File: src/rtl/xmodem_crc_block_sender_defines.svh
// Assertion macros for the top block, which checks itself.
// Each macro expects signals named clk and rst in the scope where it is used.
`ifndef XMODEM_CRC_BLOCK_SENDER_DEFINES_SVH
`define XMODEM_CRC_BLOCK_SENDER_DEFINES_SVH

// The consequent must hold in the same cycle as the antecedent.
`define XCBS_ASSERT_SAME(name, ante, cons, msg) \
  name: assert property (@(posedge clk) disable iff (rst) (ante) |-> (cons)) \
    else $error(msg);

// The consequent must hold in the cycle after the antecedent.
`define XCBS_ASSERT_NEXT(name, ante, cons, msg) \
  name: assert property (@(posedge clk) disable iff (rst) (ante) |=> (cons)) \
    else $error(msg);

`endif

File: src/rtl/xcbs_pkg.sv
package xcbs_pkg;

  localparam int BLOCK_BYTES = 128;
  localparam int BUF_AW      = $clog2(BLOCK_BYTES);
  localparam int PADDR_W     = 5;
  localparam int PDATA_W     = 32;
  localparam int OPCODE_W    = 3;
  localparam int BYTE_W      = 8;
  localparam int STATUS_W    = 4;
  localparam int COUNT_W     = 16;

  localparam logic [7:0]  CH_SOH   = 8'h01;
  localparam logic [7:0]  CH_EOT   = 8'h04;
  localparam logic [7:0]  CH_ACK   = 8'h06;
  localparam logic [7:0]  CH_C     = 8'h43;
  localparam logic [15:0] CRC_POLY = 16'h1021;

  // Header bytes ahead of the data, the position of the CRC high byte, and the load count of the last data byte.
  localparam logic [7:0] HDR_BYTES = 8'd3;
  localparam logic [7:0] POS_CRC_HI = HDR_BYTES + 8'(BLOCK_BYTES);
  localparam logic [7:0] POS_LAST_DATA_LOAD = 8'(BLOCK_BYTES - 1);

  localparam logic [15:0] RST_START_WAIT = 16'd5000;
  localparam logic [15:0] RST_ACK_WAIT   = 16'd100;
  localparam logic [15:0] RST_RETRY      = 16'd3000;
  localparam logic [15:0] RST_FINAL_WAIT = 16'd1000;

  typedef enum logic [2:0] {
    OP_START   = 3'd0,
    OP_PAYLOAD = 3'd1,
    OP_RX      = 3'd2,
    OP_TICK    = 3'd3,
    OP_TXSLOT  = 3'd4
  } opcode_t;

  typedef enum logic [3:0] {
    PH_IDLE      = 4'd0,
    PH_WAITC     = 4'd1,
    PH_LOAD      = 4'd2,
    PH_SEND      = 4'd3,
    PH_WAITACK   = 4'd4,
    PH_EOT       = 4'd5,
    PH_FINAL     = 4'd6,
    PH_DONE      = 4'd7,
    PH_TMO_START = 4'd8,
    PH_TMO_BLOCK = 4'd9
  } phase_t;

  typedef enum logic [2:0] {
    REG_TOTAL_BLOCKS = 3'd0,
    REG_START_WAIT   = 3'd1,
    REG_ACK_WAIT     = 3'd2,
    REG_BLOCK_RETRY  = 3'd3,
    REG_FINAL_WAIT   = 3'd4
  } reg_idx_t;

  typedef struct packed {
    logic [15:0] total_blocks;
    logic [15:0] start_wait_ticks;
    logic [15:0] ack_wait_ticks;
    logic [15:0] block_retry_ticks;
    logic [15:0] final_wait_ticks;
  } cfg_t;

  // Buffer access requests from the sequencer to the block buffer.
  typedef struct packed {
    logic              we;
    logic [BUF_AW-1:0] waddr;
    logic [7:0]        wdata;
    logic              re;
    logic [BUF_AW-1:0] raddr;
  } buf_req_t;

  // One processed request on its way to the result channel.
  typedef struct packed {
    logic        tx_valid;
    logic        use_buf;
    logic [7:0]  tx_byte;
    phase_t      status;
    logic [15:0] current_block;
  } step_t;

  // CRC-16, polynomial 0x1021, MSB first, one byte.
  function automatic logic [15:0] crc_byte(input logic [15:0] crc_in, input logic [7:0] b);
    logic [15:0] c;
    c = crc_in ^ {b, 8'h00};
    for (int i = 0; i < 8; i++) begin
      if (c[15]) begin
        c = {c[14:0], 1'b0} ^ CRC_POLY;
      end else begin
        c = {c[14:0], 1'b0};
      end
    end
    return c;
  endfunction

endpackage

File: src/rtl/xcbs_event_if.sv
interface xcbs_event_if;
  logic                          valid;
  logic                          ready;
  logic [xcbs_pkg::OPCODE_W-1:0] opcode;
  logic [xcbs_pkg::BYTE_W-1:0]   value;

  modport source (output valid, opcode, value, input ready);
  modport sink   (input valid, opcode, value, output ready);
endinterface

File: src/rtl/xcbs_result_if.sv
interface xcbs_result_if;
  logic                          valid;
  logic                          ready;
  logic                          tx_valid;
  logic [xcbs_pkg::BYTE_W-1:0]   tx_byte;
  logic [xcbs_pkg::STATUS_W-1:0] status;
  logic [xcbs_pkg::COUNT_W-1:0]  current_block;

  modport source (output valid, tx_valid, tx_byte, status, current_block, input ready);
  modport sink   (input valid, tx_valid, tx_byte, status, current_block, output ready);
endinterface

File: src/rtl/xcbs_ram.sv
module xcbs_ram #(
  parameter int WIDTH = 8,
  parameter int DEPTH = 128
) (
  input  logic                     clk,
  input  logic                     we,
  input  logic [$clog2(DEPTH)-1:0] waddr,
  input  logic [WIDTH-1:0]         wdata,
  input  logic                     re,
  input  logic [$clog2(DEPTH)-1:0] raddr,
  output logic [WIDTH-1:0]         rdata
);

  logic [WIDTH-1:0] mem [DEPTH];

  always_ff @(posedge clk) begin
    if (we) begin
      mem[waddr] <= wdata;
    end
    if (re) begin
      rdata <= mem[raddr];
    end
  end

endmodule

File: src/rtl/xcbs_regs.sv
module xcbs_regs (
  input  logic                         clk,
  input  logic                         rst,
  input  logic                         psel,
  input  logic                         penable,
  input  logic                         pwrite,
  input  logic [xcbs_pkg::PADDR_W-1:0] paddr,
  input  logic [xcbs_pkg::PDATA_W-1:0] pwdata,
  output logic [xcbs_pkg::PDATA_W-1:0] prdata,
  output xcbs_pkg::cfg_t               cfg
);
  import xcbs_pkg::*;

  reg_idx_t idx;
  logic     wr;

  assign idx = reg_idx_t'(paddr[PADDR_W-1:2]);
  assign wr  = psel && penable && pwrite;

  always_ff @(posedge clk) begin
    if (rst) begin
      cfg.total_blocks      <= '0;
      cfg.start_wait_ticks  <= RST_START_WAIT;
      cfg.ack_wait_ticks    <= RST_ACK_WAIT;
      cfg.block_retry_ticks <= RST_RETRY;
      cfg.final_wait_ticks  <= RST_FINAL_WAIT;
    end else if (wr) begin
      case (idx)
        REG_TOTAL_BLOCKS: cfg.total_blocks      <= pwdata[15:0];
        REG_START_WAIT:   cfg.start_wait_ticks  <= pwdata[15:0];
        REG_ACK_WAIT:     cfg.ack_wait_ticks    <= pwdata[15:0];
        REG_BLOCK_RETRY:  cfg.block_retry_ticks <= pwdata[15:0];
        REG_FINAL_WAIT:   cfg.final_wait_ticks  <= pwdata[15:0];
        default: ;
      endcase
    end
  end

  always_comb begin
    case (idx)
      REG_TOTAL_BLOCKS: prdata = {16'h0000, cfg.total_blocks};
      REG_START_WAIT:   prdata = {16'h0000, cfg.start_wait_ticks};
      REG_ACK_WAIT:     prdata = {16'h0000, cfg.ack_wait_ticks};
      REG_BLOCK_RETRY:  prdata = {16'h0000, cfg.block_retry_ticks};
      REG_FINAL_WAIT:   prdata = {16'h0000, cfg.final_wait_ticks};
      default:          prdata = '0;
    endcase
  end

endmodule

File: src/rtl/xcbs_ctrl.sv
module xcbs_ctrl (
  input  logic                          clk,
  input  logic                          rst,
  input  logic                          accept,
  input  logic [xcbs_pkg::OPCODE_W-1:0] opcode,
  input  logic [xcbs_pkg::BYTE_W-1:0]   value,
  input  xcbs_pkg::cfg_t                cfg,
  output xcbs_pkg::buf_req_t            buf_req,
  output xcbs_pkg::step_t               step
);
  import xcbs_pkg::*;

  phase_t      phase, phase_next;
  logic [7:0]  load_count, load_count_next;
  logic [7:0]  send_position, send_position_next;
  logic [15:0] block_counter, block_counter_next;
  logic [15:0] running_crc, running_crc_next;
  logic [15:0] wait_remaining, wait_remaining_next;
  logic [15:0] block_remaining, block_remaining_next;
  logic [15:0] block_inc;
  logic [15:0] block_rem_dec;
  logic [7:0]  seq;

  always_ff @(posedge clk) begin
    if (rst) begin
      phase           <= PH_IDLE;
      load_count      <= '0;
      send_position   <= '0;
      block_counter   <= '0;
      running_crc     <= '0;
      wait_remaining  <= '0;
      block_remaining <= '0;
    end else begin
      phase           <= phase_next;
      load_count      <= load_count_next;
      send_position   <= send_position_next;
      block_counter   <= block_counter_next;
      running_crc     <= running_crc_next;
      wait_remaining  <= wait_remaining_next;
      block_remaining <= block_remaining_next;
    end
  end

  assign block_inc     = block_counter + 16'd1;
  assign block_rem_dec = (block_remaining <= 16'd1) ? 16'd0 : block_remaining - 16'd1;
  assign seq           = block_counter[7:0];

  always_comb begin
    phase_next           = phase;
    load_count_next      = load_count;
    send_position_next   = send_position;
    block_counter_next   = block_counter;
    running_crc_next     = running_crc;
    wait_remaining_next  = wait_remaining;
    block_remaining_next = block_remaining;
    // A transmit slot's data byte is read here and picked up as stage one advances.
    buf_req.re           = accept;
    buf_req.raddr        = BUF_AW'(send_position - HDR_BYTES);
    buf_req.waddr        = BUF_AW'(load_count);
    buf_req.wdata        = value;
    buf_req.we           = 1'b0;
    step.tx_valid        = 1'b0;
    step.use_buf         = 1'b0;
    step.tx_byte         = 8'h00;

    if (accept) begin
      case (opcode_t'(opcode))
        OP_START: begin
          phase_next           = PH_WAITC;
          wait_remaining_next  = cfg.start_wait_ticks;
          block_counter_next   = '0;
          load_count_next      = '0;
          send_position_next   = '0;
          running_crc_next     = '0;
          block_remaining_next = '0;
        end
        OP_PAYLOAD: begin
          if (phase == PH_LOAD && load_count < 8'(BLOCK_BYTES)) begin
            buf_req.we       = 1'b1;
            running_crc_next = crc_byte(running_crc, value);
            load_count_next  = load_count + 8'd1;
            if (load_count == POS_LAST_DATA_LOAD) begin
              phase_next           = PH_SEND;
              send_position_next   = '0;
              block_remaining_next = cfg.block_retry_ticks;
            end
          end
        end
        OP_RX: begin
          if (phase == PH_WAITC && value == CH_C) begin
            if (block_counter == cfg.total_blocks) begin
              phase_next = PH_EOT;
            end else begin
              phase_next       = PH_LOAD;
              load_count_next  = '0;
              running_crc_next = '0;
            end
          end else if (phase == PH_WAITACK && value == CH_ACK) begin
            block_counter_next = block_inc;
            if (block_inc == cfg.total_blocks) begin
              phase_next = PH_EOT;
            end else begin
              phase_next       = PH_LOAD;
              load_count_next  = '0;
              running_crc_next = '0;
            end
          end else if (phase == PH_FINAL && value == CH_ACK) begin
            phase_next = PH_DONE;
          end
        end
        OP_TICK: begin
          if (phase == PH_WAITC) begin
            if (wait_remaining <= 16'd1) begin
              wait_remaining_next = '0;
              phase_next          = PH_TMO_START;
            end else begin
              wait_remaining_next = wait_remaining - 16'd1;
            end
          end else if (phase == PH_SEND) begin
            block_remaining_next = block_rem_dec;
          end else if (phase == PH_WAITACK) begin
            block_remaining_next = block_rem_dec;
            if (wait_remaining <= 16'd1) begin
              wait_remaining_next = '0;
              // The retry budget is only looked at when an ACK wait runs out.
              if (block_rem_dec == 16'd0) begin
                phase_next = PH_TMO_BLOCK;
              end else begin
                phase_next         = PH_SEND;
                send_position_next = '0;
              end
            end else begin
              wait_remaining_next = wait_remaining - 16'd1;
            end
          end else if (phase == PH_FINAL) begin
            if (wait_remaining <= 16'd1) begin
              wait_remaining_next = '0;
              phase_next          = PH_DONE;
            end else begin
              wait_remaining_next = wait_remaining - 16'd1;
            end
          end
        end
        OP_TXSLOT: begin
          if (phase == PH_SEND) begin
            step.tx_valid = 1'b1;
            if (send_position == 8'd0) begin
              step.tx_byte = CH_SOH;
            end else if (send_position == 8'd1) begin
              step.tx_byte = seq;
            end else if (send_position == 8'd2) begin
              step.tx_byte = ~seq;
            end else if (send_position < POS_CRC_HI) begin
              step.use_buf = 1'b1;
            end else if (send_position == POS_CRC_HI) begin
              step.tx_byte = running_crc[15:8];
            end else begin
              step.tx_byte = running_crc[7:0];
            end
            if (send_position > POS_CRC_HI) begin
              phase_next          = PH_WAITACK;
              wait_remaining_next = cfg.ack_wait_ticks;
              send_position_next  = '0;
            end else begin
              send_position_next = send_position + 8'd1;
            end
          end else if (phase == PH_EOT) begin
            step.tx_valid       = 1'b1;
            step.tx_byte        = CH_EOT;
            phase_next          = PH_FINAL;
            wait_remaining_next = cfg.final_wait_ticks;
          end
        end
        default: ;
      endcase
    end

    step.status        = phase_next;
    step.current_block = block_counter_next;
  end

endmodule

File: src/rtl/xmodem_crc_block_sender.sv
// Channel   Role    Payload                                   Accepted when
// events    sink    opcode[2:0], value[7:0]                   valid && ready
// results   source  tx_valid, tx_byte[7:0], status[3:0],      valid && ready
//                   current_block[15:0]
// APB       slave   5 registers at byte offsets 0x00..0x10    psel && penable && pwrite
//
// One request is taken per cycle while the pipeline is free to move. Each
// request produces exactly one result: it waits in stage one while its buffer
// read for a data byte completes, then passes through the output register. The
// single-port-read block buffer sets this depth. Reset clears the sequencer,
// the pipeline valid bits and the registers; the buffer itself is never
// cleared, since every block is filled before it is sent. A stall on the
// result side backs up into the pipeline stage and only then holds off
// new requests.
module xmodem_crc_block_sender (
  input  logic                         clk,
  input  logic                         rst,
  input  logic                         psel,
  input  logic                         penable,
  input  logic                         pwrite,
  input  logic [xcbs_pkg::PADDR_W-1:0] paddr,
  input  logic [xcbs_pkg::PDATA_W-1:0] pwdata,
  output logic [xcbs_pkg::PDATA_W-1:0] prdata,
  output logic                         pready,
  xcbs_event_if.sink                   events,
  xcbs_result_if.source                results
);
  import xcbs_pkg::*;
  `include "xmodem_crc_block_sender_defines.svh"

  cfg_t     cfg;
  buf_req_t buf_req;
  step_t    step;
  logic     accept;
  logic [7:0] buf_rdata;

  // Stage one holds a processed request while its buffer read completes.
  logic  s1_valid;
  step_t s1;
  logic  s1_advance;

  // Output register facing the result channel.
  logic        o_valid;
  logic        o_tx_valid;
  logic [7:0]  o_tx_byte;
  logic [3:0]  o_status;
  logic [15:0] o_current_block;
  logic        o_free;

  assign pready = 1'b1;

  xcbs_regs u_regs (
    .clk     (clk),
    .rst     (rst),
    .psel    (psel),
    .penable (penable),
    .pwrite  (pwrite),
    .paddr   (paddr),
    .pwdata  (pwdata),
    .prdata  (prdata),
    .cfg     (cfg)
  );

  xcbs_ctrl u_ctrl (
    .clk     (clk),
    .rst     (rst),
    .accept  (accept),
    .opcode  (events.opcode),
    .value   (events.value),
    .cfg     (cfg),
    .buf_req (buf_req),
    .step    (step)
  );

  // Writes happen only while loading. A read is issued on every taken request,
  // but only a data slot while sending uses it, and that never meets a write in
  // the same cycle; a read in the cycle after a write already sees the new byte.
  xcbs_ram #(
    .WIDTH (8),
    .DEPTH (BLOCK_BYTES)
  ) u_buf (
    .clk   (clk),
    .we    (buf_req.we),
    .waddr (buf_req.waddr),
    .wdata (buf_req.wdata),
    .re    (buf_req.re),
    .raddr (buf_req.raddr),
    .rdata (buf_rdata)
  );

  assign o_free       = !o_valid || results.ready;
  assign s1_advance   = s1_valid && o_free;
  // The buffer read is only issued on a taken request, so its data stays put
  // for as long as stage one is stalled.
  assign events.ready = !s1_valid || o_free;
  assign accept       = events.valid && events.ready;

  always_ff @(posedge clk) begin
    if (rst) begin
      s1_valid <= 1'b0;
      o_valid  <= 1'b0;
    end else begin
      if (accept) begin
        s1_valid <= 1'b1;
      end else if (s1_advance) begin
        s1_valid <= 1'b0;
      end
      if (s1_advance) begin
        o_valid <= 1'b1;
      end else if (results.ready) begin
        o_valid <= 1'b0;
      end
    end
  end

  always_ff @(posedge clk) begin
    if (accept) begin
      s1 <= step;
    end
    if (s1_advance) begin
      o_tx_valid      <= s1.tx_valid;
      o_tx_byte       <= s1.use_buf ? buf_rdata : s1.tx_byte;
      o_status        <= s1.status;
      o_current_block <= s1.current_block;
    end
  end

  assign results.valid         = o_valid;
  assign results.tx_valid      = o_tx_valid;
  assign results.tx_byte       = o_tx_byte;
  assign results.status        = o_status;
  assign results.current_block = o_current_block;

  // A taken request always lands in stage one.
  `XCBS_ASSERT_NEXT(a_accept_fills_s1, accept, s1_valid, "request lost after accept")
  // A byte goes out only with the status showing the send, ACK-wait or final-wait phase.
  `XCBS_ASSERT_SAME(a_tx_phase, s1_valid && s1.tx_valid, (s1.status == PH_SEND) || (s1.status == PH_WAITACK) || (s1.status == PH_FINAL), "transmit byte outside a sending phase")
  // A data byte from the buffer is always sent while the block is still being sent.
  `XCBS_ASSERT_SAME(a_buf_in_send, s1_valid && s1.use_buf, s1.tx_valid && (s1.status == PH_SEND), "buffer byte used outside sending")
  // The buffer is never written and read for transmission in the same request.
  `XCBS_ASSERT_SAME(a_no_wr_on_tx, buf_req.we, !step.use_buf, "buffer written during a data slot")

endmodule

File: src/flat_wrapper.sv
// flat-port wrapper written by rule: the top's interface ports become plain ports
module xmodem_crc_block_sender_flat import xcbs_pkg::*;
  (clk, rst, psel, penable, pwrite, paddr, pwdata, prdata, pready, events_valid, events_opcode, events_value, events_ready, results_valid, results_tx_valid, results_tx_byte, results_status, results_current_block, results_ready);
  xcbs_event_if events_i ();
  xcbs_result_if results_i ();
  input  logic clk;
  input  logic rst;
  input  logic psel;
  input  logic penable;
  input  logic pwrite;
  input  logic [xcbs_pkg::PADDR_W-1:0] paddr;
  input  logic [xcbs_pkg::PDATA_W-1:0] pwdata;
  output logic [xcbs_pkg::PDATA_W-1:0] prdata;
  output logic pready;
  input wire logic [$bits(events_i.valid)-1:0] events_valid;
  input wire logic [$bits(events_i.opcode)-1:0] events_opcode;
  input wire logic [$bits(events_i.value)-1:0] events_value;
  output wire logic [$bits(events_i.ready)-1:0] events_ready;
  output wire logic [$bits(results_i.valid)-1:0] results_valid;
  output wire logic [$bits(results_i.tx_valid)-1:0] results_tx_valid;
  output wire logic [$bits(results_i.tx_byte)-1:0] results_tx_byte;
  output wire logic [$bits(results_i.status)-1:0] results_status;
  output wire logic [$bits(results_i.current_block)-1:0] results_current_block;
  input wire logic [$bits(results_i.ready)-1:0] results_ready;
  assign events_i.valid = events_valid;
  assign events_i.opcode = events_opcode;
  assign events_i.value = events_value;
  assign events_ready = events_i.ready;
  assign results_valid = results_i.valid;
  assign results_tx_valid = results_i.tx_valid;
  assign results_tx_byte = results_i.tx_byte;
  assign results_status = results_i.status;
  assign results_current_block = results_i.current_block;
  assign results_i.ready = results_ready;
  xmodem_crc_block_sender u_core (.clk(clk), .rst(rst), .psel(psel), .penable(penable), .pwrite(pwrite), .paddr(paddr), .pwdata(pwdata), .prdata(prdata), .pready(pready), .events(events_i), .results(results_i));
endmodule
File: config.mk
export PLATFORM = sky130hd
export DESIGN_NAME = xmodem_crc_block_sender_flat
export DESIGN_NICKNAME = d
export VERILOG_FILES = /design/src/rtl/xcbs_pkg.sv /design/src/rtl/xcbs_event_if.sv /design/src/rtl/xcbs_result_if.sv /design/src/rtl/xcbs_ram.sv /design/src/rtl/xcbs_regs.sv /design/src/rtl/xcbs_ctrl.sv /design/src/rtl/xmodem_crc_block_sender.sv /design/src/flat_wrapper.sv
export VERILOG_INCLUDE_DIRS = /design/src /design/src/rtl
export SDC_FILE = /design/constraint.sdc
export NUM_CORES = 2
export LEC_CHECK = 0
export BUFFER_PORTS_ARGS = -buffer_cell sky130_fd_sc_hd__buf_2
export CAP_MARGIN = 20
export CORE_ASPECT_RATIO = 0.5
export CORE_MARGIN = 4
export CORE_UTILIZATION = 40
export DETAILED_ROUTE_END_ITERATION = 10
export GPL_TIMING_DRIVEN = 0
export PLACE_DENSITY = 0.64
export SYNTH_ARGS = -nofsm -noshare
export SYNTH_HDL_FRONTEND = slang
export SYNTH_HIERARCHICAL = 1
export SYNTH_SLANG_ARGS = --single-unit
export TNS_END_PERCENT = 100
File: constraint.sdc
create_clock -name clk -period 3.5 [get_ports clk]
set_input_delay 0 -clock clk [delete_from_list [all_inputs] [get_ports clk]]
set_output_delay 0 -clock clk [all_outputs]
set_load 0.02 [all_outputs]
# Word-level counts from Yosys, hierarchy flattened
# Memories as Yosys holds them, arrays and structs flattened. A register that Yosys moved wholly into a read port is not among the register bits.
# Index checks and enable logic that the tools add are counted.
[classes] div=0 n_shift=0 multipliers=0 muxes=112 n_reduce_logical=32 bitwise=12 add_sub_neg=6 n_eq_ne=38 order_cmp=5
[ops] operator="$mux 16" count=43
[ops] operator="$mux 8" count=21
[ops] operator="$pmux 16 s3" count=3
[ops] operator="$mux 13" count=8
[ops] operator="$pmux 16 s5" count=1
[ops] operator="$mux 4" count=17
[ops] operator="$eq 16x16->1" count=2
[ops] operator="$le 16x1->1 const B" count=2
[ops] operator="$pmux 16 s2" count=1
[ops] operator="$pmux 8 s4" count=1
[ops] operator="$sub 16x1->16 const B" count=2
[ops] operator="$not 3->3" count=8
[ops] operator="$pmux 8 s3" count=1
[ops] operator="$ne 3x3->1 const B" count=7
[ops] operator="$pmux 4 s5" count=1
[ops] operator="$reduce_and 6->1" count=3
[ops] operator="$add 16x1->16 const B" count=1
[ops] operator="$add 8x1->8 const B" count=2
[ops] operator="$eq 8x7->1 const B" count=2
[ops] operator="$logic_not 16->1" count=1
[ops] operator="$lt 8x8->1 const B" count=2
[ops] operator="$ne 2x2->1 const B" count=8
[ops] operator="$xor 16x16->16" count=1
[ops] operator="$eq 3x2->1 const B" count=4
[ops] operator="27 further kinds" count=63
[totals] mem_bits_ro=0 latch_bits=0 register_bits=225 output_inout_bits=64 n_memories=1 ram_bits=1024
[mem_list] name="u_core.u_buf.mem" words=128 width=8 rd=1 rd_clocked_by_memory_dff=1 write_ports=1 line_no="xcbs_ram.sv:14" text="logic [WIDTH-1:0] mem [DEPTH];"

# Depth between registers and ports, before layout
[depth] depth_word=40 depth_mapped=11

# Modules after synthesis
# The synthesis kept the hierarchy.
[modules_own_cells] module="xcbs_ram" cells_each=1635 n_inst=1 area_per_inst_um2=39750.6 seq_area_each_um2=30989.7
[modules_own_cells] module="xcbs_ctrl" cells_each=953 n_inst=1 area_per_inst_um2=6960.4 seq_area_each_um2=1681.6
[modules_own_cells] module="xcbs_regs" cells_each=395 n_inst=1 area_per_inst_um2=3928.8 seq_area_each_um2=1601.5
[modules_own_cells] module="xmodem_crc_block_sender" cells_each=80 n_inst=1 area_per_inst_um2=1998.2 seq_area_each_um2=1811.7

# Worst setup path after synthesis
# OpenSTA, ideal clock, no wires.
[synth_path] path_type="register to register" startpoint="register u_core.o_valid, in the netlist u_core/results.valid" endpoint="memory u_core.u_buf.mem[118][0], enable pin" t_required_ns=3.130 setup_ns=0.370 t_arrival_ns=3.450 stages_incl_launch_ff=11 slack_ns=-0.321 synth_period_minus_slack_ns=3.821 path_buffers=4 cell_sequence="dfxtp_1 nand3b_1 and2_1 clkbuf_1 and3_1 clkbuf_1 clkbuf_1 nor2b_1 nand3_1 clkbuf_1 nor2_1"
[synth_lines] item="start, declared" line_no="xmodem_crc_block_sender.sv:43" text="logic o_valid;"
[synth_lines] item="start signal, assigned" line_no="xmodem_crc_block_sender.sv:101" text="o_valid <= 1'b0;"
[synth_lines] item="start signal, assigned" line_no="xmodem_crc_block_sender.sv:109" text="o_valid <= 1'b1;"
[synth_lines] item="start signal, assigned" line_no="xmodem_crc_block_sender.sv:111" text="o_valid <= 1'b0;"
[synth_lines] item="end, declared" line_no="xcbs_ram.sv:14"

==> run metrics <==
Final GP Congestion=0.918; Rel. slew slack=21.3%; dpl cells=4,942; count of mapped cells out of synthesis=3,063; largest net degree at the start of global routing=101; Internal=23.4 mW; main combinational cell family by area after synthesis=multiplexers; max cap viols=0; drt wl/cell=26.9 um; vias in the first global route=29,600; Worst-path clk slew=0.07 ns; Final Net Count=3,423; sequential share of power=54.9%; worst hold path class=in2reg; first-pass GRT wire length=206,000 um; Critical Path Sink Type=flop; drt pass-1 iters=6; multiplexer share of the synthesized area=17.2%; Yosys reg bits=1,257; post-synth top area share=62.2%; Post-synth ARST share=0%; power consumption=29.8 mW; non-filler instance count after layout=5,215; Data arrival, critical path=3.91 ns; count leader, synth=edfxtp_1; hold violation total from the final report=0; clock power share=41.2%; Final min period=3.47 ns; LEAKAGE=20.2 nW; Initial Util=40.6%; Die ar.=138,000 sq um; Least-Margin Pin Slew=1.18 ns; VDD IR max=0.455 mV; Root Buffer=clkbuf_16; Clock Latency Late Sink=0.73 ns; f_max=288 MHz; Synth Area in Simple Gates=6.61%; Overflow after GRT=0; post-route ant nets=0; CTS tree=built; Crit Path Class=reg2reg; final core utilization=47.2%; r2r endpoint=u_core/u_buf/rdata[6]; Num CTS Buffers=113; antenna violations before repair=10; Syn-to-layout area delta=16.2%; Synth Area in Compound Gates=3.99%; Startpoint Class=flop; CTS H-tree depth=3; Buffers on Ports=80; # IOs=119; FF-to-FF Start=u_core/u_ctrl/send_position[1]; core area=130,000 sq um; post-synthesis adder-cell area fraction=0.238%; Power Density=487 nW/um^2; Sw Share=21.4%; Die H=265 um; required time worst endpoint=3.94 ns; critical path endpoint=u_core/u_buf/rdata[6]; Net Switching=6.37 mW; synthesized cell area=52,600 sq um; number of flops mapped to enable cells by yosys=1,091; Yosys top cell by area=edfxtp_1; row count=93; Mapped Avg Cell Area=17.2 sq um; Iteration-0 DRC Markers=3,707; worst reg-to-reg setup slack=0.03 ns; xor/xnor share of the synthesized area=1.03%; share of layout cells above drive strength 1=26.7%; Synth area leaders=edfxtp_1 (62%), mux4_2 (14%), dfxtp_1 (6.3%), mux2i_1 (2.1%), nor2_1 (1.8%); combinational power share=3.9%; Final period util=99.2%; Residual DRC=0; status=completed; crit path max fanout=10; Worst Hold Depth=5; total number of vias=30,300; RSZ-0062 raised after global routing=no; Top FF cell, synth=edfxtp_1; Via density=5.81; Total Routing Usage GR=20.1%; Sink Count=1,257; top post-synthesis cells by count=edfxtp_1 (1,091), mux4_2 (336), nor2_1 (255), dfxtp_1 (166), nand2_1 (116); Yosys cell types=96; CTS max path bufs=3; clk_skew=0.0430 ns; Place WS=-1.87 ns; setup ws final=0.0265 ns; Syn. warnings=6; count of final setup violators=0; total wire length=141,000 um; Worst R2R Path Depth=10; max-slew violations=0; hpwl dp=95,500 um; crit path from=u_core/u_ctrl/send_position[1]; Seq/Total Area, Yosys=68.6%; die width=521 um
==> power by group through the flow <==
stage               sequential (mW)  combinational [mW]  clock (mW)
floorplan                      16.7               0.672           0
global placement               16.7                1.05           0
detailed placement             16.7                1.11           0
CTS                            16.4                1.16        12.5
global route                   16.3                1.25        13.2
finish                         16.4                1.17        12.3
==> area by class of cell <==
cell class	count	area, sq um
Inverter	24	90.1
Fill cell	10900	68500
Clock buffer	140	3000
Antenna cell	2	5.00
Timing Repair Buffer	167	1480
Clock inverter	73	646
Tap cell	1757	2200
Sequential cell	1257	36100
Multi-Input combinational cell	1584	15900
Buffer	211	1720
==> sequential cells by signal, summed over array words and instances (netlist names) <==
signal / cells
u_core/results.tx_byte: 8
u_core/u_buf/rdata: 8
u_core/u_ctrl/load_count: 8
u_core/results.valid: 1
u_core/u_ctrl/phase: 4
u_core/results.current_block: 16
u_core/u_ctrl/running_crc: 16
u_core/s1_valid: 1
u_core/results.tx_valid: 1
u_core/u_ctrl/block_remaining: 16
u_core/u_ctrl/send_position: 8
u_core/s1: 30
u_core/u_ctrl/block_counter: 16
u_core/u_regs/cfg: 80
u_core/u_buf/mem: 1024
u_core/results.status: 4
u_core/u_ctrl/wait_remaining: 16
==> worst max-delay path: stages (launching register included) <==
cell and delay [ns]:
dfxtp_4 0.37, ha_4 0.16, buf_8 0.14, xnor2_4 0.16
buf_12 0.17, clkbuf_16 0.23, clkbuf_16 0.19, mux4_2 0.34
mux4_2 0.54, mux4_2 0.54, mux2_4 0.31
==> cells in the final DEF, fill, tap and decap left out, types with 49 or more instances in the layout <==
cell | netlist | final
edfxtp_1 | 1091 | 1091
mux4_2 | 336 | 336
nor2_1 | 255 | 178
dfxtp_1 | 166 | 162
clkbuf_16 | 0 | 124
nand2_1 | 116 | 113
mux2i_1 | 111 | 111
buf_2 | 27 | 102
nand2b_1 | 88 | 88
clkbuf_1 | 96 | 81
o21ai_0 | 73 | 73
a21oi_1 | 59 | 59
buf_4 | 51 | 53
dlygate4sd3_1 | 3 | 52
nor3_1 | 50 | 49
==> cell families (layout without fill, tap and decap cells) <==
| kind of cell | count (synthesis) | after routing |
|---|---|---|
| AOI/OAI and AO/OA | 314 | 314 |
| xor gates and xnor gates | 60 | 60 |
| adders and majority gates | 10 | 10 |
| buffers and inverters | 239 | 615 |
| DFF | 1257 | 1257 |
| muxes | 480 | 480 |
| other | 2 | 19 |
| and+or+nand+nor | 701 | 703 |
==> metrics by stage <==
step | hold slack [ns] | area (sq um) | TNS [ns]
3_3_place_gp | 0.260 | 55300 | -1400.01
4_1_cts | 0.00860 | 60900 | -0.00352
6_report | 0.0601 | 61200 | 0
5_1_grt | 0.0824 | 61100 | 0
3_5_place_dp | 0.271 | 55700 | -1297.99
2_1_floorplan | 0.0691 | 52700 | 0
==> routing by layer <==
layer / up-vias / routed length, um / GRT usage [%]
li1: 12800 / - / -
met1: 15800 / 57400 / 28.2
met2: 1478 / 66500 / 31.9
met3: 220 / 12400 / 3.95
met4: 0 / 4190 / 6.24
met5: - / 0 / 0
==> timing repair <==
action / in CTS / in global routing
endpoints found under the setup margin: 1035 / 421
hold buffers: 49 / 0
cloned: 3 / 4
buffers inserted: 5 / 1
pin swaps: 4 / 3
resized for setup: 316 / 49
endpoints found under the hold margin: 374 / 0
==> how the worst min path moves through the flow <==
stage,startpoint,to,slack [ns]
global route,paddr[4],u_core/u_regs/cfg[68],0.08
finish,paddr[4],u_core/u_regs/cfg[66],0.06
CTS,paddr[4],u_core/u_regs/cfg[68],0.009
detailed placement,events_valid,u_core/s1_valid,0.27
floorplan,rst,u_core/results.valid,0.07
global placement,events_valid,u_core/s1_valid,0.26
No activity file was read; power rests on OpenSTA's default activity.
